==> src/hw/rtl/spp_pkg.sv <==
`timescale 1ns / 1ps

package spp_pkg;

    // sizes of the stores
    localparam int MAX_BINS  = 1024;
    localparam int MAX_PEAKS = 64;
    localparam int BIN_AW    = $clog2(MAX_BINS);
    localparam int SLOT_AW   = $clog2(MAX_PEAKS);
    localparam int CNT_W     = SLOT_AW + 1;

    // field widths
    localparam int VAL_W      = 24;
    localparam int HZ_W       = 16;
    localparam int FREQ_W     = 26;
    localparam int CFG_IDX_W  = 1;
    localparam int CFG_DATA_W = 16;

    // configuration register indexes and reset values
    localparam logic [CFG_IDX_W-1:0] CFG_MAX_PEAKS = 1'b0;
    localparam logic [CFG_IDX_W-1:0] CFG_HZ        = 1'b1;
    localparam logic [CNT_W-1:0]     MP_RESET      = 7'd16;
    localparam logic [HZ_W-1:0]      HZ_RESET      = 16'd5504;
    localparam logic [CNT_W-1:0]     LIM_LOW       = 7'd2;
    localparam logic [CNT_W-1:0]     LIM_HIGH      = CNT_W'(MAX_PEAKS);

    typedef struct packed {
        logic [VAL_W-1:0] bin_value;
        logic             last_bin;
    } t_in_word;

    typedef struct packed {
        logic [SLOT_AW-1:0] slot;
        logic [9:0]         peak_bin;
        logic [FREQ_W-1:0]  peak_freq;
        logic [VAL_W-1:0]   peak_power;
        logic [CNT_W-1:0]   peak_count;
        logic [FREQ_W-1:0]  max_freq;
        logic [FREQ_W-1:0]  min_freq;
        logic               last;
    } t_out_word;

    // one stored peak
    typedef struct packed {
        logic [BIN_AW-1:0] bin;
        logic [VAL_W-1:0]  pow;
    } t_pk_ent;

    // write request into the peak store
    typedef struct packed {
        logic               we;
        logic [SLOT_AW-1:0] addr;
        t_pk_ent            ent;
    } t_pk_wr;

    typedef enum logic [3:0] {
        S_IDLE,
        S_MAX,
        S_WALK,
        S_SCAN,
        S_TAIL,
        S_FMAX,
        S_FMIN,
        S_EMIT,
        S_DRAIN
    } t_state;

endpackage

==> src/hw/rtl/spp_peak_mem.sv <==
`timescale 1ns / 1ps

module spp_peak_mem
    import spp_pkg::*;
(
    input  logic               i_clk,
    input  t_pk_wr             i_wr,
    input  logic [SLOT_AW-1:0] i_raddr,
    output t_pk_ent            o_rdata
);

    t_pk_ent r_mem [MAX_PEAKS];
    t_pk_ent r_rd;

    // peak slots, written during the scan and read out slot by slot
    always_ff @(posedge i_clk) begin
        if (i_wr.we) begin
            r_mem[i_wr.addr] <= i_wr.ent;
        end
        r_rd <= r_mem[i_raddr];
    end

    assign o_rdata = r_rd;

endmodule

==> config.mk <==
export PLATFORM = sky130hd
export DESIGN_NAME = spp_peak_mem
export DESIGN_NICKNAME = d
export VERILOG_FILES = /design/src/hw/rtl/spp_pkg.sv /design/src/hw/rtl/spp_peak_mem.sv
export SDC_FILE = /design/constraint.sdc
export NUM_CORES = 2
export LEC_CHECK = 0
export BUFFER_PORTS_ARGS = -buffer_cell sky130_fd_sc_hd__buf_4
export CAP_MARGIN = 20
export CORE_ASPECT_RATIO = 0.5
export CORE_MARGIN = 2
export CORE_UTILIZATION = 37
export DETAILED_ROUTE_END_ITERATION = 8
export PLACE_DENSITY = 0.58
export SLEW_MARGIN = 30
export SYNTH_ARGS = -nofsm -noshare
export SYNTH_HDL_FRONTEND = slang
export SYNTH_SLANG_ARGS = --single-unit
==> constraint.sdc <==
create_clock -name i_clk -period 5.9 [get_ports i_clk]
set_input_delay 0.59 -clock i_clk [delete_from_list [all_inputs] [get_ports i_clk]]
set_output_delay 0.59 -clock i_clk [all_outputs]
set_load 0.005 [all_outputs]
Word level (Yosys, flattened, before mapping)
Memories as Yosys holds them, arrays and structs flattened. A register that Yosys moved wholly into a read port is not among the register bits.
Index checks and enable logic that the tools add are counted.
{ "op_classes": {"n_mux": 2} }
{ "ops": {"columns": ["operator", "n"], "rows": [
  ["1-bit two-way mux", 2]
]} }
{ "word_totals": {"register_bits": 0, "mem_bits_rw": 2176, "in_bits": 48, "output_inout_bits": 34, "elab_cells": 3, "mem_count": 1} }
{ "memory_table": {"columns": ["name", "words", "width", "rd", "rd_clocked_by_memory_dff", "wr", "line", "text"], "rows": [
  ["r_mem", 64, 34, 1, 1, 1, "spp_peak_mem.sv:12", "t_pk_ent r_mem [MAX_PEAKS];"]
]} }

Logic depth before layout (Yosys ltp)
{ "depth": {"depth_word": 2, "mapped_depth": 10, "depth_no_buf": 5} }

Worst setup path after synthesis
No wires, ideal clock.
{ "synth_path": {"path_kind": "input -> register", "from": "in i_wr[37] (netlist bit)", "to": "mem r_mem[48][0] (netlist bit), enable pin", "setup_time_ps": 467, "arrival_time_ps": 3423, "required_time_ps": 5433, "slack_ps": 2010, "path_stages": 4, "path_buffers": 1, "cell_sequence": "clkbuf_1 -> nor2b_1 -> nand4b_1 -> nor3_1"} }
{ "synth_lines": {"columns": ["item", "line", "text"], "rows": [
  ["from (decl)", "spp_peak_mem.sv:7", "input t_pk_wr i_wr,"],
  ["to (decl)", "spp_peak_mem.sv:12", null]
]} }
Straight into the memory's write port.

==> metrics.md <==
| Metric | Value |
|---|---|
| Outcome | completed |
| Register share of total power | 0.550 |
| WHS Endpoint | r_mem[5][20]$_DFFE_PP_ |
| Leakage | 29.4 nW |
| Total wire length | 217 mm |
| Clk_lat worst skew | 830 ps |
| CORE AREA | 225000 µm² |
| Area grow syn2layout | 13.8% |
| Ys Warns | 0 |
| PwrDens | 333 nW/µm² |
| Via density | 5.68 |
| Pin slew with the least headroom to its limit | 1010 ps |
| RR Startpoint | r_mem[35][28]$_DFFE_PP_ |
| Clk sink count | 2210 |
| #FFs+latches synth | 2210 |
| Clk pwr share | 0.400 |
| RSZ-0062 raised after global routing | no |
| Die X | 677 µm |
| DR WL/cell | 30.5 µm |
| Final hold vios | 0 |
| Root Buffer Master | clkbuf_16 |
| Setup Crit Path Kind | in -> reg |
| Hold depth | 1 |
| Syn avg cell area | 22.4 µm² |
| First-iteration detailed-routing DRC count | 4212 |
| Vias in the first global route | 41423 |
| Setup-failing EPs final | 0 |
| R2R Path End | o_rdata[28]$_DFF_P_ |
| Post-synth top area cell | edfxtp_1 |
| Sw Pwr | 6.73 mW |
| Area contributors post-synth | edfxtp_1 78%, mux4_2 13%, mux2i_1 1.8%, dfxtp_1 0.81%, mux2_2 0.73% |
| Via count | 40385 |
| Hold WC Path Type | in -> reg |
| # IOs | 82 |
| Max Fanout on Critical Path | 42 |
| Startpoint Class | input port |
| FP Rows | 123 |
| H-Tree Depth | 4 |
| Peak supply drop | 0.000251 V |
| DP Wirelength | 125 mm |
| Final total power | 31.7 mW |
| Post-CTS Setup Repair Bufs | 0 |
| Peak Freq | 0.327 GHz |
| Final min period | 3060 ps |
| Max-slew headroom | 0.322 |
| Layout cells sized above 1 | 0.267 |
| Post-synth top area share | 0.780 |
| Num CTS Buffers | 201 |
| Largest net degree at the start of global routing | 91 |
| Initial Util | 0.372 |
| Global-route wire length before repair | 310 mm |
| Sw Ratio | 0.212 |
| Hold-fix buffers at CTS | 0 |
| Worst EP required | 6670 ps |
| Die Area | 230000 µm² |
| HP Start | i_wr[20] |
| Antenna viol nets, final | 0 |
| Global route overflow | 0 |
| GRT Total Usage | 0.186 |
| Number of gates resized after cts | 0 |
| Number of max-cap violations | 0 |
| Post-route setup TNS | 0 ps |
| PortBufs | 81 |
| Initial antenna violation count | 3 |
| Setup Skew | 20.6 ps |
| TritonCTS clock tree | built |
| Max clock buf depth | 3 |
| Synth Net Count | 3792 |
| Synth Cell Area | 83800 µm² |
| Clock slew at reported path FFs | 60 ps |
| P_int | 25.0 mW |
| Fin crit share | 0.518 |
| DRC | 0 |
| Global placer's final weighted congestion | 0.830 |
| Cell Count, Final, Fillers Out | 7115 |
| Placed cells | 6734 |
| DRT Pass-1 Iters | 5 |
| Mapped Cells | 3744 |
| Worst R2R Setup Slack | 3440 ps |
| Die height | 340 µm |
| FF-to-FF path depth | 4 |
| Comb pwr share | 0.050 |
| Sequential area share after synthesis | 0.788 |
| Final Max Tran Viols | 0 |
| Netlist cell types | 41 |
| Worst Setup End Kind | register |
| Nets@finish | 3992 |
| Arrival @ worst endpoint | 3820 ps |
[power by group through the flow]
stage               Sequential (mW)  Combinational (mW)  Clock, mW
global route                   17.5                1.69       13.5
floorplan                      17.7               0.848          0
global placement               17.8                1.59          0
finish                         17.5                1.59       12.7
CTS                            17.5                1.62       12.9
detailed placement             17.8                1.62          0
[layout make-up]
cell class                      count  area [µm²]
Inverter                            1        3.75
Clock buffer                      263        5520
Fill cell                       19207      130000
Clock inverter                    110         823
Sequential cell                  2210       66000
Multi-Input combinational cell   1319       17100
Timing Repair Buffer              211        2030
Tap cell                         3000        3750
Antenna cell                        1        2.50
[per-layer routing]
layer / track usage / wire length (µm) / vias to the layer above
li1: - / - / 16357
met1: 0.259 / 91100 / 22197
met2: 0.310 / 107000 / 1544
met3: 0.0250 / 13300 / 285
met4: 0.0548 / 6110 / 2
met5: 0 / 13 / -
[through the flow]
stage / utilization / hold slack, ps / area, µm² / worst slack, ps
after floorplan: - / 689 / 83800 / 2010
after global routing: 0.424 / 283 / 95300 / 2800
final: 0.424 / 273 / 95300 / 2840
after detailed placement: 0.395 / 812 / 88800 / 2070
after global placement: 0.394 / 816 / 88600 / 1860
after CTS: 0.423 / 226 / 95100 / 2940
[cells in the final DEF, fill, tap and decap left out, types with 10 or more instances in the layout]
master and instances:
nand4_1 46, dfxtp_1 34, o21ai_0 10, clkinv_1 50, mux4_2 472, clkinv_2 38, mux2_2 54, a211oi_1 22
and3_1 12, nand2_1 78, a22oi_1 55, nor2b_1 19, mux2i_1 150, buf_4 180, o211ai_1 10, bufinv_16 11
nor2_1 23, edfxtp_1 2176, buf_12 15, a21oi_1 17, nand3_1 69, a311o_1 10, a221o_1 24, clkbuf_1 44
clkbuf_8 11, nor2_4 64, buf_16 11, o221ai_1 39, clkbuf_16 208, o22a_1 10, o22ai_1 85
[sequential cells by signal, summed over array words and instances (netlist names)]
signal   flops
o_rdata     34
r_mem     2176
[synthesized netlist by cell type]
library cell / count
nand4b_1: 1
and3_1: 12
buf_6: 16
and2_1: 1
nor3_1: 7
nand3_1: 69
a22oi_1: 55
nand2_1: 80
a21oi_1: 17
buf_8: 6
nand2b_1: 9
mux2i_1: 150
dfxtp_1: 34
or3_1: 2
buf_4: 18
buf_1: 22
mux2_2: 54
o211a_1: 5
nor2b_1: 23
or2_2: 4
o21ai_0: 10
clkbuf_1: 89
o22a_1: 10
edfxtp_1: 2176
buf_2: 63
a211oi_1: 22
o221ai_1: 39
nand4_1: 46
o22ai_1: 85
a311o_1: 10
nor2_1: 89
o211ai_1: 10
clkinv_1: 1
a221o_1: 24
or3b_2: 1
a32o_1: 1
o2111ai_1: 1
a221oi_1: 3
nand3b_1: 2
mux4_2: 472
a31oi_1: 5
[worst max-delay path: stages]
cell and delay [ps]:
buf_4 460, buf_4 700, nand2b_1 700, buf_4 400, o221ai_1 220, o22ai_1 460
and3_1 220
[logic make-up (layout without fill, tap and decap cells)]
kind of cell           after synthesis  count (layout)  share of synthesized area
flip-flops                        2210            2210                      0.788
multiplexers                       676             676                      0.152
AND/OR/NAND/NOR                    346             346                     0.0197
AO/OA/AOI/OAI                      297             297                     0.0265
buffers and inverters              215             585                     0.0136
other                                0               1                          0
[worst max-delay path by stage]
| stage | startpoint | endpoint | cells after the start |
|---|---|---|---|
| floorplan | i_wr[37] | r_mem[48][0]$_DFFE_PP_ | 4 |
| global placement | i_raddr[2] | o_rdata[17]$_DFF_P_ | 7 |
| detailed placement | i_raddr[3] | o_rdata[12]$_DFF_P_ | 7 |
| CTS | i_raddr[3] | o_rdata[12]$_DFF_P_ | 7 |
| global route | i_raddr[0] | o_rdata[18]$_DFF_P_ | 8 |
| finish | i_raddr[3] | o_rdata[12]$_DFF_P_ | 7 |
Power figures use the tool's default switching activity.
