<file path="src/hw/rtl/spp_pkg.sv">
`timescale 1ns / 1ps

package spp_pkg;

    // sizes of the stores
    localparam int MAX_BINS  = 1024;
    localparam int MAX_PEAKS = 64;
    localparam int BIN_AW    = $clog2(MAX_BINS);
    localparam int SLOT_AW   = $clog2(MAX_PEAKS);
    localparam int CNT_W     = SLOT_AW + 1;

    // field widths
    localparam int VAL_W      = 24;
    localparam int HZ_W       = 16;
    localparam int FREQ_W     = 26;
    localparam int CFG_IDX_W  = 1;
    localparam int CFG_DATA_W = 16;

    // configuration register indexes and reset values
    localparam logic [CFG_IDX_W-1:0] CFG_MAX_PEAKS = 1'b0;
    localparam logic [CFG_IDX_W-1:0] CFG_HZ        = 1'b1;
    localparam logic [CNT_W-1:0]     MP_RESET      = 7'd16;
    localparam logic [HZ_W-1:0]      HZ_RESET      = 16'd5504;
    localparam logic [CNT_W-1:0]     LIM_LOW       = 7'd2;
    localparam logic [CNT_W-1:0]     LIM_HIGH      = CNT_W'(MAX_PEAKS);

    typedef struct packed {
        logic [VAL_W-1:0] bin_value;
        logic             last_bin;
    } t_in_word;

    typedef struct packed {
        logic [SLOT_AW-1:0] slot;
        logic [9:0]         peak_bin;
        logic [FREQ_W-1:0]  peak_freq;
        logic [VAL_W-1:0]   peak_power;
        logic [CNT_W-1:0]   peak_count;
        logic [FREQ_W-1:0]  max_freq;
        logic [FREQ_W-1:0]  min_freq;
        logic               last;
    } t_out_word;

    // one stored peak
    typedef struct packed {
        logic [BIN_AW-1:0] bin;
        logic [VAL_W-1:0]  pow;
    } t_pk_ent;

    // write request into the peak store
    typedef struct packed {
        logic               we;
        logic [SLOT_AW-1:0] addr;
        t_pk_ent            ent;
    } t_pk_wr;

    typedef enum logic [3:0] {
        S_IDLE,
        S_MAX,
        S_WALK,
        S_SCAN,
        S_TAIL,
        S_FMAX,
        S_FMIN,
        S_EMIT,
        S_DRAIN
    } t_state;

endpackage

</file>
<file path="src/hw/rtl/spp_mul.sv">
`timescale 1ns / 1ps

module spp_mul
    import spp_pkg::*;
(
    input  logic              i_clk,
    input  logic [BIN_AW-1:0] i_a,
    input  logic [HZ_W-1:0]   i_b,
    output logic [FREQ_W-1:0] o_p
);

    logic [FREQ_W-1:0] r_p;

    // bin times frequency step, registered
    always_ff @(posedge i_clk) begin
        r_p <= FREQ_W'(i_a) * FREQ_W'(i_b);
    end

    assign o_p = r_p;

endmodule

</file>
<file path="config.mk">
export PLATFORM = sky130hd
export DESIGN_NAME = spp_mul
export DESIGN_NICKNAME = d
export VERILOG_FILES = /design/src/hw/rtl/spp_pkg.sv /design/src/hw/rtl/spp_mul.sv
export SDC_FILE = /design/constraint.sdc
export NUM_CORES = 1
export LEC_CHECK = 0
export ABC_AREA = 1
export BUFFER_PORTS_ARGS = -buffer_cell sky130_fd_sc_hd__buf_2
export CORE_ASPECT_RATIO = 0.5
export CORE_MARGIN = 5
export CORE_UTILIZATION = 65
export DETAILED_ROUTE_END_ITERATION = 10
export PLACE_DENSITY = 0.86
export SLEW_MARGIN = 10
export SYNTH_ARGS = -nofsm -noshare
export SYNTH_HDL_FRONTEND = slang
export SYNTH_SLANG_ARGS = --single-unit
export TNS_END_PERCENT = 20
</file>
<file path="constraint.sdc">
create_clock -name i_clk -period 7.8 [get_ports i_clk]
set_input_delay 1.17 -clock i_clk [delete_from_list [all_inputs] [get_ports i_clk]]
set_output_delay 1.17 -clock i_clk [all_outputs]
set_load 0.005 [all_outputs]
</file>
Word-level counts from Yosys, hierarchy flattened
Index checks and enable logic that the tools add are counted.
- bits in registers: 26
- output and inout bits: 26
- multiply operators: 1
- operators by type and width (operator ; count):
    $mul A10 B16 Y26 ; 1

Logic depth before layout (Yosys ltp)
Gate-level depths: netlist of the first run.
- depth after elaboration: 1
- depth in mapped cells: 24
- gate-level depth less buffers: 22

Worst setup path before layout of the first run
OpenSTA, ideal clock, no wires.
- kind: in2reg
- start: input i_a[1]
- end: register r_p[17] (netlist: o_p[17])
- library setup time: 0.120 ns
- arrival time: 5.309 ns
- required time: 7.680 ns
- setup slack: 2.371 ns
- cell stages on the path: 19
- buffers on the path: 2
- path through: clkbuf_1 -> clkbuf_1 -> nand2_1 -> fa_1 -> inv_1 -> fa_1 -> inv_1 -> fa_1 -> inv_1 -> fa_1 -> fa_1 -> ha_1 -> nand2_2 -> inv_1 -> a21oi_1 -> nand2_2 -> nand2_1 -> nand2_1 -> xor2_1
- word-level cells in the longest chain between the ends: 1
- RTL lines (item ; line ; source):
    from (decl) ; spp_mul.sv:7 ; input logic [BIN_AW-1:0] i_a,
    $mul A10 B16 Y26 ; spp_mul.sv:16 ; r_p <= FREQ_W'(i_a) * FREQ_W'(i_b);
    to (signal assigned) ; spp_mul.sv:16 ;
    to (decl) ; spp_mul.sv:12 ; logic [FREQ_W-1:0] r_p;
No other way between the ends.

Final worst setup path of the first run
- start: input i_a[4]
- end: register r_p[16] (netlist: o_p[16])
Same word-level chain as after synthesis.

==> results of run 1 <==
worst max path at each step:
| stage | start | to | slack (ns) | depth (start not counted) |
|---|---|---|---|---|
| after floorplan | i_a[1] | o_p[17] | 2.37 | 19 |
| after global placement | i_a[4] | o_p[23] | 2.25 | 19 |
| after detailed placement | i_a[4] | o_p[23] | 2.23 | 19 |
| after CTS | i_a[4] | o_p[23] | 2.49 | 19 |
| after global routing | i_a[1] | o_p[16] | 2.17 | 19 |
| final | i_a[4] | o_p[16] | 2.44 | 19 |
Yosys cell counts:
cell                       instances
sky130_fd_sc_hd__nor3_1            2
sky130_fd_sc_hd__o21ai_2           1
sky130_fd_sc_hd__and2_1            1
sky130_fd_sc_hd__nand3_2           1
sky130_fd_sc_hd__or2_1             2
sky130_fd_sc_hd__nand3b_1          2
sky130_fd_sc_hd__a21oi_1          10
sky130_fd_sc_hd__inv_2             8
sky130_fd_sc_hd__xor2_1           10
sky130_fd_sc_hd__clkinv_1          1
sky130_fd_sc_hd__nor2_4            2
sky130_fd_sc_hd__inv_1           258
sky130_fd_sc_hd__nor2_1           22
sky130_fd_sc_hd__nand4_1           5
sky130_fd_sc_hd__nand2_1         316
sky130_fd_sc_hd__dfxtp_1          26
sky130_fd_sc_hd__nand2_2           9
sky130_fd_sc_hd__nor2_2            8
sky130_fd_sc_hd__clkbuf_1         36
sky130_fd_sc_hd__a21oi_2           1
sky130_fd_sc_hd__ha_1             61
sky130_fd_sc_hd__fa_1            110
sky130_fd_sc_hd__xnor2_1           3
sky130_fd_sc_hd__nand3_1          19
logic make-up (layout without fill, tap and decap cells):
| kind of cell | Yosys count | after routing | synth area share (%) |
|---|---|---|---|
| buffers and inverters | 303 | 323 | 17.8 |
| AOI/OAI and AO/OA | 12 | 12 | 1.06 |
| adders and majority gates | 171 | 171 | 46.5 |
| DFF | 26 | 26 | 8.16 |
| and+or+nand+nor | 389 | 389 | 24.7 |
| xor gates and xnor gates | 13 | 13 | 1.78 |
layout make-up:
| cell class | count | area [um^2] | area share [%] |
|---|---|---|---|
| clock buffers | 3 | 75.1 | 1.11 |
| clock inverters | 1 | 30.0 | 0.443 |
| inverters | 267 | 1000 | 14.8 |
| multi-input cells | 585 | 4720 | 69.7 |
| flip-flops and latches | 26 | 520 | 7.68 |
| well taps | 135 | 169 | 2.49 |
| repair buffers | 52 | 260 | 3.84 |
metal layers:
layer / track usage, % / wire length [um] / vias up / share of wire (%)
met3: 5.36 / 1780 / 27 / 12
met4: 5.66 / 193 / 0 / 1.3
met2: 44.0 / 6780 / 292 / 44
met5: 0 / 0 / - / 0
li1: - / - / 2597 / -
met1: 39.3 / 6580 / 2518 / 43
stage by stage:
stage | hold WS [ns] | power, mW
6_report | 1.25 | 2.96
2_1_floorplan | 1.45 | 2.10
5_1_grt | 1.26 | 3.33
3_5_place_dp | 1.52 | 2.72
3_3_place_gp | 1.51 | 2.67
4_1_cts | 1.24 | 2.92
worst max-delay path, delay by kind of cell:
family,cells,cell delay [ns]
buffers and inverters,5,0.58
AND/OR/NAND/NOR,7,0.63
AO/OA/AOI/OAI,1,0.21
adder cells (fa/ha/maj),6,2.91
where the power goes:
part | switching (mW) | internal (mW) | total (mW)
sequential | 0.0168 | 0.222 | 0.239
combinational | 1.66 | 0.907 | 2.57
clock | 0.0496 | 0.102 | 0.152
total | 1.73 | 1.23 | 2.96
==> impl_metrics.yaml, run 1 <==
grt:
  grt_util_all_layers_pct: 27.5
  grt_first_pass_wirelength_um: 26000
  initial_antenna_violation_count: 0
  grt_overflow_total: 0
  grt_start_max_net_pins: 17
  vias_in_the_first_global_route: 5505
synthesis:
  yosysWarningCount: 0
  synth_fp_nets: 1112
  post_synth_inst_count: 914
  synth.ff_latch_count: 26
  synth_cell_types: 24
  synth-seq-area-share_pct: 8.16
  synthDominantCellAreaShare_pct: 34.5
  post_synth_instance_area_mm2: 0.00638
  ys_top_cells_by_area: "sky130_fd_sc_hd__fa_1 35%, sky130_fd_sc_hd__nand2_1 19%, sky130_fd_sc_hd__inv_1 15%, sky130_fd_sc_hd__ha_1 12%, sky130_fd_sc_hd__dfxtp_1 8.2%"
  dominant_cell_type_by_area_after_synthesis: "sky130_fd_sc_hd__fa_1"
  post_synth.cell_area_avg_um2: 6.98
floorplan:
  fp-row-count: 25
  placeableCoreArea_mm2: 0.00951
  die_h_um: 80.1
  initial_utilization_pct: 67.1
  dieWidth_um: 150
  die_area_mm2: 0.0120
  top_level_ports: 53
setup_path:
  worstPathRequired_ns: 7.95
  max_stage_delay_on_crit_path_ns: 0.55
  timing.critical_path.cells: "buf_2, nand2_1, fa_1, inv_1, fa_1, fa_1, fa_1, inv_1, fa_1, inv_1, ha_1, nand2_1, nand2_1, a21oi_1, nand2_1, inv_1, nand2_1, nand2_1, nand2_1"
  endpoint_kind: "register"
  crit_type: "input pin to register"
  critical_path_peak_fanout: 16
  worst_setup_path_start_kind: "input pin"
  crit_arrival_ns: 5.51
  critPathMostFrequentCell: "sky130_fd_sc_hd__nand2_1"
  crit_slowest_cell: "sky130_fd_sc_hd__fa_1"
timing:
  finalHoldViolCount: 0
  timing.fmax_mhz: 186
  finalCriticalPeriod_ns: 5.36
  maxSlewViolCount: 0
  post-route-worst-setup-slack_ns: 2.44
  timing.setup.tns_ns: 0
  fraction_of_the_cycle_the_final_worst_path_needs_pct: 68.8
  timing_worst_slew_pin_value_ns: 0.398
  grt_setup_unrepaired: "false"
  timing.max_slew.rel_slack_pct: 73.5
  report.final.setup_viol: 0
min_path:
  min_path_cells: 3
  worst_hold_startpoint: "i_b[0]"
  holdPathEnd: "o_p[0]"
  hp-class: "input pin to register"
clocking:
  post_cts_resize_count: 0
  clock-sinks: 26
  cts_hold_buf: 0
  cts-root-to-sink-buffers: 2
  post_cts.repair.setup_buffers: 0
  htreeDepth: 1
  cts_made_buffers: 3
  ctsRootBufferMaster: "sky130_fd_sc_hd__clkbuf_16"
  cts_tree: "done"
  cts.reportedPaths.clkPinSlew_ns: 0.07
final_layout:
  num-fill-cells: 772
  stdcell_count: 1069
  commonest_cells_after_routing_fill_and_taps_aside: "316 x sky130_fd_sc_hd__nand2_1, 258 x sky130_fd_sc_hd__inv_1, 110 x sky130_fd_sc_hd__fa_1"
  area_overhead_of_the_layout_relative_to_synthesis_pct: 6.25
  final_net_count: 1133
  layout.cells.most_common: "sky130_fd_sc_hd__nand2_1"
  largest_register_ffs: 26
  final_util_pct: 71.3
  finalInstanceArea_mm2: 0.00678
  antenna_cells_inserted: 0
  drive_gt1_share_pct: 9.21
placement:
  routability_cong: 0.905
  final_hpwl_from_detailed_placement_um: 12700
  postPlaceCellArea_mm2: 0.00668
  preCtsSetupSlack_ns: 2.23
  placedCellCount: 1065
  port_buffers: 52
route:
  drt_first_pass_iters: 6
  antenna_violating_nets_post_route: 0
  drcViolationCount: 0
  detail_route.vias_per_cell: 5.08
  routed_wl_um: 15300
  route.detailed.wl_per_inst_um: 14.3
  route.vias.total: 5434
  drt-initial-drc-count: 431
power_and_ir_drop:
  p_leak_nw: 4.38
  power.ir.vdd_worst_mv: 0.397
  power.density_cell_area_mw_per_mm2: 436
flow_run:
  drv_cap: 0
status:
  run_status: "complete, no violations"
No activity file was read; power rests on OpenSTA's default activity.
==> run 2: changes to the inputs <==
--- a/config.mk
+++ b/config.mk
@@ -9,9 +9,9 @@
 export BUFFER_PORTS_ARGS = -buffer_cell sky130_fd_sc_hd__buf_2
 export CORE_ASPECT_RATIO = 0.5
 export CORE_MARGIN = 5
-export CORE_UTILIZATION = 65
+export CORE_UTILIZATION = 63
 export DETAILED_ROUTE_END_ITERATION = 10
-export PLACE_DENSITY = 0.86
+export PLACE_DENSITY = 0.83
 export SLEW_MARGIN = 10
 export SYNTH_ARGS = -nofsm -noshare
 export SYNTH_HDL_FRONTEND = slang
==> constraint.sdc (replaced) <==
create_clock -name i_clk -period 5.5 [get_ports i_clk]
set_input_delay 0.825 -clock i_clk [delete_from_list [all_inputs] [get_ports i_clk]]
set_output_delay 0.825 -clock i_clk [all_outputs]
set_load 0.005 [all_outputs]
==> run 2 against run 1 <==
Effect of this change: combinational power grew 41%; clock power grew 40%; design area is essentially flat; non-clock buffer count is the same; first-iteration DRC count grew 16%; sequential cell count is the same; routed wire length shrank 0.11%; total power grew 41%; clock-buffer cell count is the same; largest cell class unchanged; highest routed layer unchanged.
==> impl_metrics.yaml, run 2 (synthesized netlist as in run 1, its figures left out) <==
status:
  run_status: "complete, no violations"
timing:
  timing.max_slew.rel_slack_pct: 75.3
  grt_setup_unrepaired: "false"
  timing.fmax_mhz: 199
  maxSlewViolCount: 0
  report.final.setup_viol: 0
  finalHoldViolCount: 0
  finalCriticalPeriod_ns: 5.02
  timing.setup.tns_ns: 0
  fraction_of_the_cycle_the_final_worst_path_needs_pct: 91.2
  timing_worst_slew_pin_value_ns: 0.371
final_layout:
  drive_gt1_share_pct: 9.21
  final_net_count: 1133
  layout.cells.most_common: "sky130_fd_sc_hd__nand2_1"
  largest_register_ffs: 26
  num-fill-cells: 830
  final_util_pct: 67.5
  area_overhead_of_the_layout_relative_to_synthesis_pct: 6.35
  area_of_the_multi_input_gates_mm2: 0.00472
  antenna_cells_inserted: 0
  commonest_cells_after_routing_fill_and_taps_aside: "316 x sky130_fd_sc_hd__nand2_1, 258 x sky130_fd_sc_hd__inv_1, 110 x sky130_fd_sc_hd__fa_1"
  flip_flop_and_latch_area_um2: 520
route:
  antenna_violating_nets_post_route: 0
  routed_wl_um: 15300
  route.detailed.wl_per_inst_um: 14.3
  drt_first_pass_iters: 5
  drcViolationCount: 0
  route.vias.total: 5436
  drt-initial-drc-count: 498
  detail_route.vias_per_cell: 5.06
setup_path:
  worst_setup_path_start_kind: "input pin"
  crit_arrival_ns: 5.17
  endpoint_kind: "register"
  crit_type: "input pin to register"
  worstPathRequired_ns: 5.66
  critical_path_peak_fanout: 16
clocking:
  htreeDepth: 1
  cts_tree: "done"
  post_cts.repair.setup_buffers: 0
  cts.reportedPaths.clkPinSlew_ns: 0.07
  cts_made_buffers: 3
  post_cts_resize_count: 0
  cts-root-to-sink-buffers: 2
  ctsRootBufferMaster: "sky130_fd_sc_hd__clkbuf_16"
  clock-sinks: 26
  cts_hold_buf: 0
placement:
  final_hpwl_from_detailed_placement_um: 13000
  routability_cong: 0.909
  port_buffers: 52
grt:
  grt_overflow_total: 0
  grt_util_all_layers_pct: 25.7
  initial_antenna_violation_count: 0
  grt_start_max_net_pins: 17
  vias_in_the_first_global_route: 5372
  grt_first_pass_wirelength_um: 25500
floorplan:
  initial_utilization_pct: 63.5
  top_level_ports: 53
  placeableCoreArea_mm2: 0.0101
  die_h_um: 81.2
  fp-row-count: 26
  dieWidth_um: 152
  die_area_mm2: 0.0124
min_path:
  holdPathEnd: "o_p[0]"
  worst_hold_startpoint: "i_b[0]"
  hp-class: "input pin to register"
  min_path_cells: 3
power_and_ir_drop:
  p_leak_nw: 4.38
  power.density_cell_area_mw_per_mm2: 614
  power.ir.vdd_worst_mv: 0.500
flow_run:
  drv_cap: 0
-- run 2: worst max-delay path by stage --
stage / cells after the start / start / slack, ns / to
2_1_floorplan: 19 / i_a[1] / 0.42 / o_p[17]
3_3_place_gp: 18 / i_a[1] / 0.31 / o_p[19]
3_5_place_dp: 19 / i_a[1] / 0.24 / o_p[19]
4_1_cts: 19 / i_a[1] / 0.50 / o_p[19]
5_1_grt: 19 / i_a[1] / 0.26 / o_p[19]
6_report: 19 / i_a[1] / 0.48 / o_p[19]
-- run 2: metal layers --
layer	share of wire, %	global-route usage [%]	up-vias
li1	-	-	2595
met1	46	37.0	2587
met2	44	41.7	239
met3	9.2	4.47	15
met4	0.72	4.75	0
met5	0	0	-
-- run 2: power breakdown --
part | leakage [nW] | internal (mW) | total (mW) | switching [mW]
Clock | 0.0511 | 0.145 | 0.213 | 0.0679
Combinational | 4.11 | 1.29 | 3.62 | 2.33
Sequential | 0.219 | 0.315 | 0.337 | 0.0223
Total | 4.38 | 1.75 | 4.16 | 2.42
-- run 2: worst max-delay path, stage by stage --
cell	delay, ns
sky130_fd_sc_hd__buf_2	0.29
sky130_fd_sc_hd__nand2_1	0.14
sky130_fd_sc_hd__fa_1	0.56
sky130_fd_sc_hd__inv_1	0.05
sky130_fd_sc_hd__fa_1	0.49
sky130_fd_sc_hd__fa_1	0.51
sky130_fd_sc_hd__fa_1	0.52
sky130_fd_sc_hd__inv_1	0.06
sky130_fd_sc_hd__fa_1	0.48
sky130_fd_sc_hd__inv_1	0.04
sky130_fd_sc_hd__ha_1	0.37
sky130_fd_sc_hd__nand2_2	0.18
sky130_fd_sc_hd__inv_1	0.06
sky130_fd_sc_hd__a21oi_1	0.21
sky130_fd_sc_hd__nor2_1	0.07
sky130_fd_sc_hd__nor2_1	0.14
sky130_fd_sc_hd__nand2_1	0.07
sky130_fd_sc_hd__nand2_1	0.05
sky130_fd_sc_hd__nand2_1	0.04
-- run 2: cell type report --
type / count / share of cell area, %
Sequential cell: 26 / 7.67
Clock inverter: 1 / 0.442
Multi-Input combinational cell: 585 / 69.6
Timing Repair Buffer: 52 / 3.83
Inverter: 267 / 14.8
Tap cell: 140 / 2.58
Clock buffer: 3 / 1.11
-- run 2: stage by stage --
stage               power (mW)  setup slack, ns  area (um^2)  hold slack [ns]  cells
floorplan                 2.98            0.416         6380             1.11    914
global placement          3.81            0.309         6680             1.17   1070
detailed placement        3.87            0.241         6680             1.18   1070
CTS                       4.14            0.500         6790            0.896   1074
global route              4.67            0.261         6790            0.914   1074
finish                    4.16            0.485         6790            0.906   1074
