--- config.mk ---
export PLATFORM = sky130hd
export DESIGN_NAME = spp_seq
export DESIGN_NICKNAME = d
export VERILOG_FILES = /design/src/hw/rtl/spp_pkg.sv /design/src/hw/rtl/spp_seq.sv
export SDC_FILE = /design/constraint.sdc
export NUM_CORES = 1
export LEC_CHECK = 0
export BUFFER_PORTS_ARGS = -buffer_cell sky130_fd_sc_hd__buf_2
export CELL_PAD_IN_SITES_DETAIL_PLACEMENT = 1
export CELL_PAD_IN_SITES_GLOBAL_PLACEMENT = 1
export CORE_MARGIN = 2
export CORE_UTILIZATION = 44
export DETAILED_ROUTE_END_ITERATION = 12
export HOLD_SLACK_MARGIN = 0.05
export PLACE_DENSITY = 0.92
export REMOVE_ABC_BUFFERS = 1
export SLEW_MARGIN = 5
export SYNTH_ARGS = -nofsm -noshare
export SYNTH_HDL_FRONTEND = slang
export SYNTH_SLANG_ARGS = --single-unit
--- constraint.sdc ---
create_clock -name i_clk -period 5.1 [get_ports i_clk]
set_clock_uncertainty 0.15 [all_clocks]
set_input_delay 0.51 -clock i_clk [delete_from_list [all_inputs] [get_ports i_clk]]
set_output_delay 0.51 -clock i_clk [all_outputs]
set_load 0.1 [all_outputs]
--- src/hw/rtl/spp_pkg.sv ---
`timescale 1ns / 1ps

package spp_pkg;

    // sizes of the stores
    localparam int MAX_BINS  = 1024;
    localparam int MAX_PEAKS = 64;
    localparam int BIN_AW    = $clog2(MAX_BINS);
    localparam int SLOT_AW   = $clog2(MAX_PEAKS);
    localparam int CNT_W     = SLOT_AW + 1;

    // field widths
    localparam int VAL_W      = 24;
    localparam int HZ_W       = 16;
    localparam int FREQ_W     = 26;
    localparam int CFG_IDX_W  = 1;
    localparam int CFG_DATA_W = 16;

    // configuration register indexes and reset values
    localparam logic [CFG_IDX_W-1:0] CFG_MAX_PEAKS = 1'b0;
    localparam logic [CFG_IDX_W-1:0] CFG_HZ        = 1'b1;
    localparam logic [CNT_W-1:0]     MP_RESET      = 7'd16;
    localparam logic [HZ_W-1:0]      HZ_RESET      = 16'd5504;
    localparam logic [CNT_W-1:0]     LIM_LOW       = 7'd2;
    localparam logic [CNT_W-1:0]     LIM_HIGH      = CNT_W'(MAX_PEAKS);

    typedef struct packed {
        logic [VAL_W-1:0] bin_value;
        logic             last_bin;
    } t_in_word;

    typedef struct packed {
        logic [SLOT_AW-1:0] slot;
        logic [9:0]         peak_bin;
        logic [FREQ_W-1:0]  peak_freq;
        logic [VAL_W-1:0]   peak_power;
        logic [CNT_W-1:0]   peak_count;
        logic [FREQ_W-1:0]  max_freq;
        logic [FREQ_W-1:0]  min_freq;
        logic               last;
    } t_out_word;

    // one stored peak
    typedef struct packed {
        logic [BIN_AW-1:0] bin;
        logic [VAL_W-1:0]  pow;
    } t_pk_ent;

    // write request into the peak store
    typedef struct packed {
        logic               we;
        logic [SLOT_AW-1:0] addr;
        t_pk_ent            ent;
    } t_pk_wr;

    typedef enum logic [3:0] {
        S_IDLE,
        S_MAX,
        S_WALK,
        S_SCAN,
        S_TAIL,
        S_FMAX,
        S_FMIN,
        S_EMIT,
        S_DRAIN
    } t_state;

endpackage

--- src/hw/rtl/spp_seq.sv ---
`timescale 1ns / 1ps

module spp_seq
    import spp_pkg::*;
(
    input  logic               i_clk,
    input  logic               i_rst_n,
    input  logic               i_start,
    input  t_in_word           i_word,
    output logic               o_busy,
    input  logic [CNT_W-1:0]   i_lim,
    output logic               o_bm_we,
    output logic [BIN_AW-1:0]  o_bm_waddr,
    output logic [VAL_W-1:0]   o_bm_wdata,
    output logic [BIN_AW-1:0]  o_bm_raddr,
    input  logic [VAL_W-1:0]   i_bm_rdata,
    output t_pk_wr             o_pk_wr,
    output logic [SLOT_AW-1:0] o_pk_raddr,
    input  t_pk_ent            i_pk_rdata,
    output logic [BIN_AW-1:0]  o_mul_a,
    input  logic [FREQ_W-1:0]  i_prod,
    output logic               o_strobe,
    output t_out_word          o_word
);

    // control state
    t_state             r_state, n_state;
    logic [BIN_AW:0]    r_bin_count, n_bin_count;
    logic               r_iss, n_iss;
    logic               r_rv, n_rv;
    logic               r_s1_vld, n_s1_vld;
    logic               r_o_vld, n_o_vld;

    // payload state
    logic [BIN_AW-1:0]  r_last, n_last;
    logic [BIN_AW-1:0]  r_ra, n_ra;
    logic [BIN_AW-1:0]  r_ri, n_ri;
    logic [VAL_W-1:0]   r_best, n_best;
    logic [BIN_AW-1:0]  r_pm, n_pm;
    logic [BIN_AW-1:0]  r_sm1, n_sm1;
    logic [BIN_AW-1:0]  r_start, n_start;
    logic [VAL_W-1:0]   r_w0, n_w0;
    logic [VAL_W-1:0]   r_w1, n_w1;
    logic [VAL_W-1:0]   r_vmax, n_vmax;
    logic [VAL_W-1:0]   r_vmin, n_vmin;
    logic [BIN_AW-1:0]  r_emax, n_emax;
    logic [BIN_AW-1:0]  r_emin, n_emin;
    logic [CNT_W-1:0]   r_c, n_c;
    logic [CNT_W-1:0]   r_k, n_k;
    logic [FREQ_W-1:0]  r_max_freq, n_max_freq;
    logic [FREQ_W-1:0]  r_min_freq, n_min_freq;
    logic [SLOT_AW-1:0] r_s1_k, n_s1_k;
    logic               r_s1_last, n_s1_last;
    logic [SLOT_AW-1:0] r_o_slot, n_o_slot;
    logic [BIN_AW-1:0]  r_o_bin, n_o_bin;
    logic [VAL_W-1:0]   r_o_pow, n_o_pow;
    logic               r_o_last, n_o_last;

    logic               accept;
    logic               full;
    logic               issue;
    logic               stop;
    logic               ev_en;
    logic [VAL_W-1:0]   ev_prev, ev_cur, ev_next;
    logic [BIN_AW-1:0]  ev_idx;
    logic [BIN_AW-1:0]  s1_bin;
    logic [VAL_W-1:0]   s1_pow;

    assign o_busy = (r_state != S_IDLE);
    assign accept = i_start && (r_state == S_IDLE);
    assign full   = r_bin_count[BIN_AW];

    // bins load straight into the store
    assign o_bm_we    = accept && !full;
    assign o_bm_waddr = r_bin_count[BIN_AW-1:0];
    assign o_bm_wdata = i_word.bin_value;
    assign o_bm_raddr = r_ra;

    // slot 0 always reads as zero
    assign s1_bin = (r_s1_k == '0) ? '0 : i_pk_rdata.bin;
    assign s1_pow = (r_s1_k == '0) ? '0 : i_pk_rdata.pow;

    // sequencer
    always_comb begin
        n_state     = r_state;
        n_bin_count = r_bin_count;
        n_iss       = r_iss;
        n_s1_vld    = 1'b0;
        n_last      = r_last;
        n_ra        = r_ra;
        n_best      = r_best;
        n_pm        = r_pm;
        n_sm1       = r_sm1;
        n_start     = r_start;
        n_w0        = r_w0;
        n_w1        = r_w1;
        n_vmax      = r_vmax;
        n_vmin      = r_vmin;
        n_emax      = r_emax;
        n_emin      = r_emin;
        n_c         = r_c;
        n_k         = r_k;
        n_max_freq  = r_max_freq;
        n_min_freq  = r_min_freq;
        n_s1_k      = r_s1_k;
        n_s1_last   = r_s1_last;
        issue       = 1'b0;
        stop        = 1'b0;
        ev_en       = 1'b0;
        ev_prev     = r_w0;
        ev_cur      = r_w1;
        ev_next     = i_bm_rdata;
        ev_idx      = r_ri - BIN_AW'(1);
        o_pk_raddr  = r_k[SLOT_AW-1:0];
        o_mul_a     = s1_bin;
        o_pk_wr     = '0;

        unique case (r_state)
            S_IDLE: begin
                if (accept) begin
                    if (!full) begin
                        n_bin_count = r_bin_count + (BIN_AW+1)'(1);
                    end
                    if (i_word.last_bin) begin
                        n_last      = full ? '1 : r_bin_count[BIN_AW-1:0];
                        n_bin_count = '0;
                        n_ra        = '0;
                        n_iss       = 1'b1;
                        n_c         = CNT_W'(1);
                        n_emax      = '0;
                        n_emin      = '0;
                        n_state     = S_MAX;
                    end
                end
            end
            // stream the whole frame for the strongest bin
            S_MAX: begin
                if (r_iss) begin
                    issue = 1'b1;
                    if (r_ra == r_last) begin
                        n_iss = 1'b0;
                    end else begin
                        n_ra = r_ra + BIN_AW'(1);
                    end
                end
                if (r_rv) begin
                    if (r_ri == '0 || i_bm_rdata > r_best) begin
                        n_best = i_bm_rdata;
                        n_pm   = r_ri;
                    end
                    if (r_ri == r_last) begin
                        n_ra    = n_pm;
                        n_iss   = 1'b1;
                        n_state = S_WALK;
                    end
                end
            end
            // walk left from the strongest bin, reads run ahead of the test
            S_WALK: begin
                stop = r_rv && (r_ri == '0 || i_bm_rdata == '0);
                if (r_iss && !stop) begin
                    issue = 1'b1;
                    if (r_ra == '0) begin
                        n_iss = 1'b0;
                    end else begin
                        n_ra = r_ra - BIN_AW'(1);
                    end
                end
                if (stop) begin
                    if (r_ri == r_last) begin
                        n_iss   = 1'b0;
                        n_state = S_FMAX;
                    end else begin
                        n_sm1   = r_ri;
                        n_start = r_ri + BIN_AW'(1);
                        n_ra    = r_ri;
                        n_iss   = 1'b1;
                        n_state = S_SCAN;
                    end
                end
            end
            // scan from the bin left of the range start to the end
            S_SCAN: begin
                if (r_iss) begin
                    issue = 1'b1;
                    if (r_ra == r_last) begin
                        n_iss = 1'b0;
                    end else begin
                        n_ra = r_ra + BIN_AW'(1);
                    end
                end
                if (r_rv) begin
                    if (r_ri > r_sm1) begin
                        if (r_ri == r_start || i_bm_rdata > r_vmax) begin
                            n_vmax = i_bm_rdata;
                            n_emax = r_ri;
                        end
                        if (r_ri == r_start || i_bm_rdata < r_vmin) begin
                            n_vmin = i_bm_rdata;
                            n_emin = r_ri;
                        end
                    end
                    ev_en = (r_ri > r_start);
                    n_w0  = r_w1;
                    n_w1  = i_bm_rdata;
                    if (r_ri == r_last) begin
                        n_state = S_TAIL;
                    end
                end
            end
            // final bin, its right neighbour reads as zero
            S_TAIL: begin
                ev_en   = 1'b1;
                ev_next = '0;
                ev_idx  = r_last;
                n_state = S_FMAX;
            end
            S_FMAX: begin
                o_mul_a = r_emax;
                n_state = S_FMIN;
            end
            S_FMIN: begin
                o_mul_a    = r_emin;
                n_max_freq = i_prod;
                n_k        = '0;
                n_state    = S_EMIT;
            end
            // read one slot a cycle
            S_EMIT: begin
                if (r_k == '0) begin
                    n_min_freq = i_prod;
                end
                n_s1_vld  = 1'b1;
                n_s1_k    = r_k[SLOT_AW-1:0];
                n_s1_last = (r_k + CNT_W'(1) == r_c);
                if (r_k + CNT_W'(1) == r_c) begin
                    n_state = S_DRAIN;
                end else begin
                    n_k = r_k + CNT_W'(1);
                end
            end
            S_DRAIN: begin
                if (r_o_vld && r_o_last) begin
                    n_state = S_IDLE;
                end
            end
            default: begin
                n_state = S_IDLE;
            end
        endcase

        // strict local maximum goes to the current slot
        if (ev_en && ev_prev < ev_cur && ev_cur > ev_next) begin
            o_pk_wr.we      = 1'b1;
            o_pk_wr.addr    = r_c[SLOT_AW-1:0];
            o_pk_wr.ent.bin = ev_idx;
            o_pk_wr.ent.pow = ev_cur;
            if (r_c + CNT_W'(1) < i_lim) begin
                n_c = r_c + CNT_W'(1);
            end
        end
    end

    assign n_rv     = issue;
    assign n_ri     = r_ra;
    assign n_o_vld  = r_s1_vld;
    assign n_o_slot = r_s1_k;
    assign n_o_bin  = s1_bin;
    assign n_o_pow  = s1_pow;
    assign n_o_last = r_s1_last;

    // control registers
    always_ff @(posedge i_clk) begin
        if (!i_rst_n) begin
            r_state     <= S_IDLE;
            r_bin_count <= '0;
            r_iss       <= 1'b0;
            r_rv        <= 1'b0;
            r_s1_vld    <= 1'b0;
            r_o_vld     <= 1'b0;
        end else begin
            r_state     <= n_state;
            r_bin_count <= n_bin_count;
            r_iss       <= n_iss;
            r_rv        <= n_rv;
            r_s1_vld    <= n_s1_vld;
            r_o_vld     <= n_o_vld;
        end
    end

    // datapath registers
    always_ff @(posedge i_clk) begin
        r_last     <= n_last;
        r_ra       <= n_ra;
        r_ri       <= n_ri;
        r_best     <= n_best;
        r_pm       <= n_pm;
        r_sm1      <= n_sm1;
        r_start    <= n_start;
        r_w0       <= n_w0;
        r_w1       <= n_w1;
        r_vmax     <= n_vmax;
        r_vmin     <= n_vmin;
        r_emax     <= n_emax;
        r_emin     <= n_emin;
        r_c        <= n_c;
        r_k        <= n_k;
        r_max_freq <= n_max_freq;
        r_min_freq <= n_min_freq;
        r_s1_k     <= n_s1_k;
        r_s1_last  <= n_s1_last;
        r_o_slot   <= n_o_slot;
        r_o_bin    <= n_o_bin;
        r_o_pow    <= n_o_pow;
        r_o_last   <= n_o_last;
    end

    // result word
    assign o_strobe = r_o_vld;
    always_comb begin
        o_word.slot       = r_o_slot;
        o_word.peak_bin   = r_o_bin;
        o_word.peak_freq  = i_prod;
        o_word.peak_power = r_o_pow;
        o_word.peak_count = r_c;
        o_word.max_freq   = r_max_freq;
        o_word.min_freq   = r_min_freq;
        o_word.last       = r_o_last;
    end

    // checks
    a_strobe_state: assert property (@(posedge i_clk) disable iff (!i_rst_n)
        r_o_vld |-> (r_state == S_EMIT || r_state == S_DRAIN))
        else $error("result word outside the readout");

    a_pk_addr: assert property (@(posedge i_clk) disable iff (!i_rst_n)
        o_pk_wr.we |-> (o_pk_wr.addr != '0 && {1'b0, o_pk_wr.addr} < i_lim))
        else $error("peak written outside the slots in use");

    a_slot_range: assert property (@(posedge i_clk) disable iff (!i_rst_n)
        (r_state == S_SCAN || r_state == S_TAIL) |-> (r_c != '0 && r_c < i_lim))
        else $error("slot count out of range during scan");

    a_idle_empty: assert property (@(posedge i_clk) disable iff (!i_rst_n)
        (r_state == S_IDLE) |-> (!r_s1_vld && !r_rv))
        else $error("work in flight while idle");

    a_last_once: assert property (@(posedge i_clk) disable iff (!i_rst_n)
        (r_o_vld && r_o_last) |=> !r_o_vld)
        else $error("word after the final slot");

endmodule

# Yosys cells after proc, flatten, opt, wreduce, memory -nomap -nowiden

Index checks and enable logic that the tools add are counted.

Multipliers: 0
Reduce and logical (&&, ||, !) cells: 40
Bitwise logic cells: 1
Add/sub/neg operators: 7
Muxes and demuxes: 62
$lt $le $gt $ge: 8
Div/mod/pow operators: 0
Shift-type cells: 0
Equality and inequality tests: 28

Operators with widths:

| kind                  | count |
|---|---|
| $mux 10               | 19 |
| $gt 24x24->1          | 3 |
| $pmux 10 s2           | 3 |
| $lt 24x24->1          | 2 |
| $mux 7                | 6 |
| $mux 41               | 1 |
| $pmux 10 s4           | 1 |
| $mux 4                | 9 |
| $pmux 4 s9            | 1 |
| $eq 10x10->1          | 3 |
| $ne 2x2->1 const B    | 14 |
| $logic_not 24->1      | 1 |
| $mux 24               | 1 |
| $mux 11               | 2 |
| $add 10x1->10 const B | 2 |
| $gt 10x10->1          | 2 |
| $logic_not 10->1      | 2 |
| $sub 10x1->10 const B | 2 |
| $eq 4x3->1 const B    | 4 |
| $reduce_and 3->1      | 5 |
| $add 7x1->7 const B   | 2 |
| $mux 1                | 14 |
| $pmux 7 s2            | 1 |
| $reduce_and 6->1      | 2 |
| other kinds (24)      | 44 |

Register bits after elaboration: 333
Output and inout bits: 230
Bits of input ports: 119
Memories kept: 0
Bits in latches: 0
RAM bits: 0
Memory bits (read-only): 0
Word-level logic and storage cells: 176

# Logic depth before layout (Yosys ltp)

Depth in word-level cells: 9
Gate-level depth with buffers: 15
Depth with buffers taken out: 11

# Worst setup path before layout

Ideal clock, no wire load.

Kind: register -> output
Start: reg r_state[1]
End: out o_pk_wr[29] in the netlist's numbering
Path slack: -3115 ps
Arrival: 7555 ps
Stages on the path, launching flop included: 15
Required time: 4440 ps
Buffers on the path: 4
Path through: dfxtp_1 > clkbuf_1 > nor2_1 > nand2_1 > clkbuf_1 > buf_1 > nand2_1 > ha_1 > nand4_1 > nor4_1 > o21ai_0 > o221ai_1 > nor2_1 > clkbuf_1 > a2111oi_0

RTL lines:

| what                     | line           | RTL |
|---|---|---|
| start: declaration       | spp_seq.sv:27  | `t_state r_state, n_state;` |
| start signal: assignment | spp_seq.sv:282 | `r_state <= n_state;` |
| end: declaration         | spp_seq.sv:17  | `output t_pk_wr o_pk_wr,` |

==> results.cfg <==
[critical_path]
path_max_fanout = 24
start_kind = register
crit_type = reg2out
crit_arrival_ns = 4.23
cp-end-kind = output port
cp_data_required_time_ns = 4.44

[synthesis]
seq_area_frac_synth_pct = 53.52
synthFlopType = edfxtp_1
ys_warn_count = 0
synth_area_leaders = edfxtp_1 45%, ha_1 11%, dfxtp_1 8.9%
ys_seq_elements = 333
mappedNetlistArea_um2 = 17250
syn_area_per_cell_um2 = 11.14
ys_types = 67
async_reset_ff_share_pct = 0
synth_top_area_share_pct = 44.58
postSynthCellCount = 1548
synth-edff-count = 256
synth_top_area_cell = edfxtp_1

[clocking]
htreeDepth = 2
cts_tree = done
clk_pin_slew_worst_paths_ns = 0.06
cts_made_buffers = 37
clkLatencyLatePin_ns = 0.58
cts_buffer_depth = 3
cts_sinks = 333
clockRootBuffer = clkbuf_16

[floorplanning]
die_w_um = 202.0
fp.dieH_um = 202.0
rows = 72
core-area_um2 = 38650
start_util_pct = 44.62
die-area_um2 = 40790
io_pins = 349

[sta]
fin_crit_sh_pct = 95.87
grt_setup_unrepaired = no
setup_ws_ns = 0.2106
slew_viol_final = 0
slew_headroom_pct = 18.37
period_minus_slack_ns = 4.889
fmax_ghz = 0.2045
worstMarginPinSlew_ns = 1.213
setup_viol = 0
hold_ws_ns = 0.06786
hold_violations = 0

[global_route]
grt_pass1_vias = 15240
antenna_found_initial = 2
grt_overflow_total = 0
grt_util_all_layers_pct = 30.91
grt_pass1_wl_mm = 95.74
grt_max_degree = 53

[drt]
num_vias = 14090
drtIter0Drc = 1097
routed_wl_mm = 63.94
detail-route-antenna-nets = 0
dr.pass1.iters = 5
avgRoutedWirePerCell_um = 26.59
via_per_inst = 5.857
drcViolationCount = 0

[flow_run]
drv_cap = 0

[placement]
dp_hpwl_mm = 43.53
pre_cts_slack_ns = 0.2577
placed_area_um2 = 19600
port_buffers = 300
gp_congestion = 0.8978

[finish]
most-common-layout-cells = 259 x buf_2, 256 x edfxtp_1, 154 x ha_1
areaGrowthSynthToFinish_pct = 23.78
final_cell_area_um2 = 21350
final_common_cell = buf_2
fin_nets = 2129
fillers = 4051
multiInputGateArea_um2 = 6788
drive_above_1_share_pct = 23.98
fin_util_pct = 55.24
ff_latch_area_um2 = 9230

[power_and_ir_drop]
power_frac_seq_pct = 38.4
p_sw_w = 0.003704
internal_power_w = 0.005524
clockPowerShare_pct = 28.5
p_leak_nw = 9.074
ir_drop_mv = 0.2497
powerDensity_nw_per_um2 = 432.3
switching_share_pct = 40.14
p_comb_share_pct = 33.1

[hold_path]
hold_class = in2reg

[status]
status = completed
[final timing paths]
kind | end | startpoint | slack [ns] | cells after the start
min reg2reg | r_o_slot[2] | n_o_slot[2] | 0.21 | 0
max reg2reg | r_c[5] | r_state[2] | 1.04 | 13
min | o_strobe | i_rst_n | 0.07 | 2
max | o_pk_wr[25] | r_state[2] | 0.21 | 15
[critical path: stages, from the launching register on]
cell,delay (ns)
dfxtp_1,0.40
nor2b_1,0.19
nand2_1,0.10
buf_4,0.30
nand2_1,0.12
ha_1,0.32
nand4_1,0.22
nor4_4,0.37
o21ai_0,0.16
o221ai_1,0.21
buf_4,0.17
nor2_4,0.04
buf_4,0.24
a2111oi_2,0.41
buf_4,0.20
buf_12,0.17
[cells by family (layout without fill, tap and decap cells)]
logic type                 count (synthesis)  count (layout)  share of synthesized area [%]
adders and majority gates                154             154                          11.17
buffers and inverters                    276             613                          7.683
xor gates and xnor gates                  61              61                          3.098
AOI/OAI and AO/OA                        264             264                          10.07
DFF                                      333             333                          53.52
and+or+nand+nor                          440             440                          13.23
other                                      0               2                              0
muxes                                     20              20                          1.226
[sequential cells by signal, indices dropped and copies added, names as in the netlist, 11 cells and up]
name,cells
r_o_pow,24
r_max_freq,26
ev_prev,24
r_best,24
r_min_freq,26
ev_cur,24
r_vmin,24
r_bin_count,11
r_vmax,24
[per-stage QoR]
stage,setup TNS (ns),std cells,total power [W]
floorplan,-91.93,1422,0.005416
global placement,0,2284,0.006357
detailed placement,0,2284,0.006506
CTS,0,2402,0.009180
global route,0,2404,0.009545
finish,0,2405,0.009228
[cell usage after synthesis (40+ instances only)]
master and count:
nand4_1 46, nor3_1 47, nand2_1 93, inv_1 150, edfxtp_1 256, ha_1 154
a21oi_1 72, nand3_1 40, and2_1 48, buf_4 70, o21ai_0 53, nor2_1 76
dfxtp_1 77
[power by group through the flow]
stage	logic [W]	registers [W]	clock network, W
after floorplan	0.00139	0.00402	0
after global placement	0.00279	0.00356	0
after detailed placement	0.00293	0.00358	0
after CTS	0.00300	0.00352	0.00265
after global routing	0.00323	0.00356	0.00275
final	0.00306	0.00354	0.00263
[timing repair]
item                       4_1_cts  5_1_grt
setup endpoints to repair       16       22
gates resized for setup         15        7
pin swaps                        0        1
hold buffers                    50        0
hold endpoints to repair        73        0
setup buffers                    0        1
[routing by layer]
layer | share of wire (%) | wire (um) | track usage (%)
met1 | 37 | 23910 | 36.20
met2 | 49 | 31550 | 53.83
met3 | 8.1 | 5169 | 5.885
met4 | 5.2 | 3309 | 16.18
met5 | 0 | 0 | 0
[area by class of cell]
cell class / instances / area share [%]
Clock buffer: 51 / 4.777
Sequential cell: 333 / 43.24
Tap cell: 518 / 3.036
Clock inverter: 17 / 0.6447
Multi-Input combinational cell: 939 / 31.80
Antenna cell: 2 / 0.02345
Inverter: 150 / 2.638
Timing Repair Buffer: 395 / 13.84
Note: power is estimated with default switching activity, not from simulation.
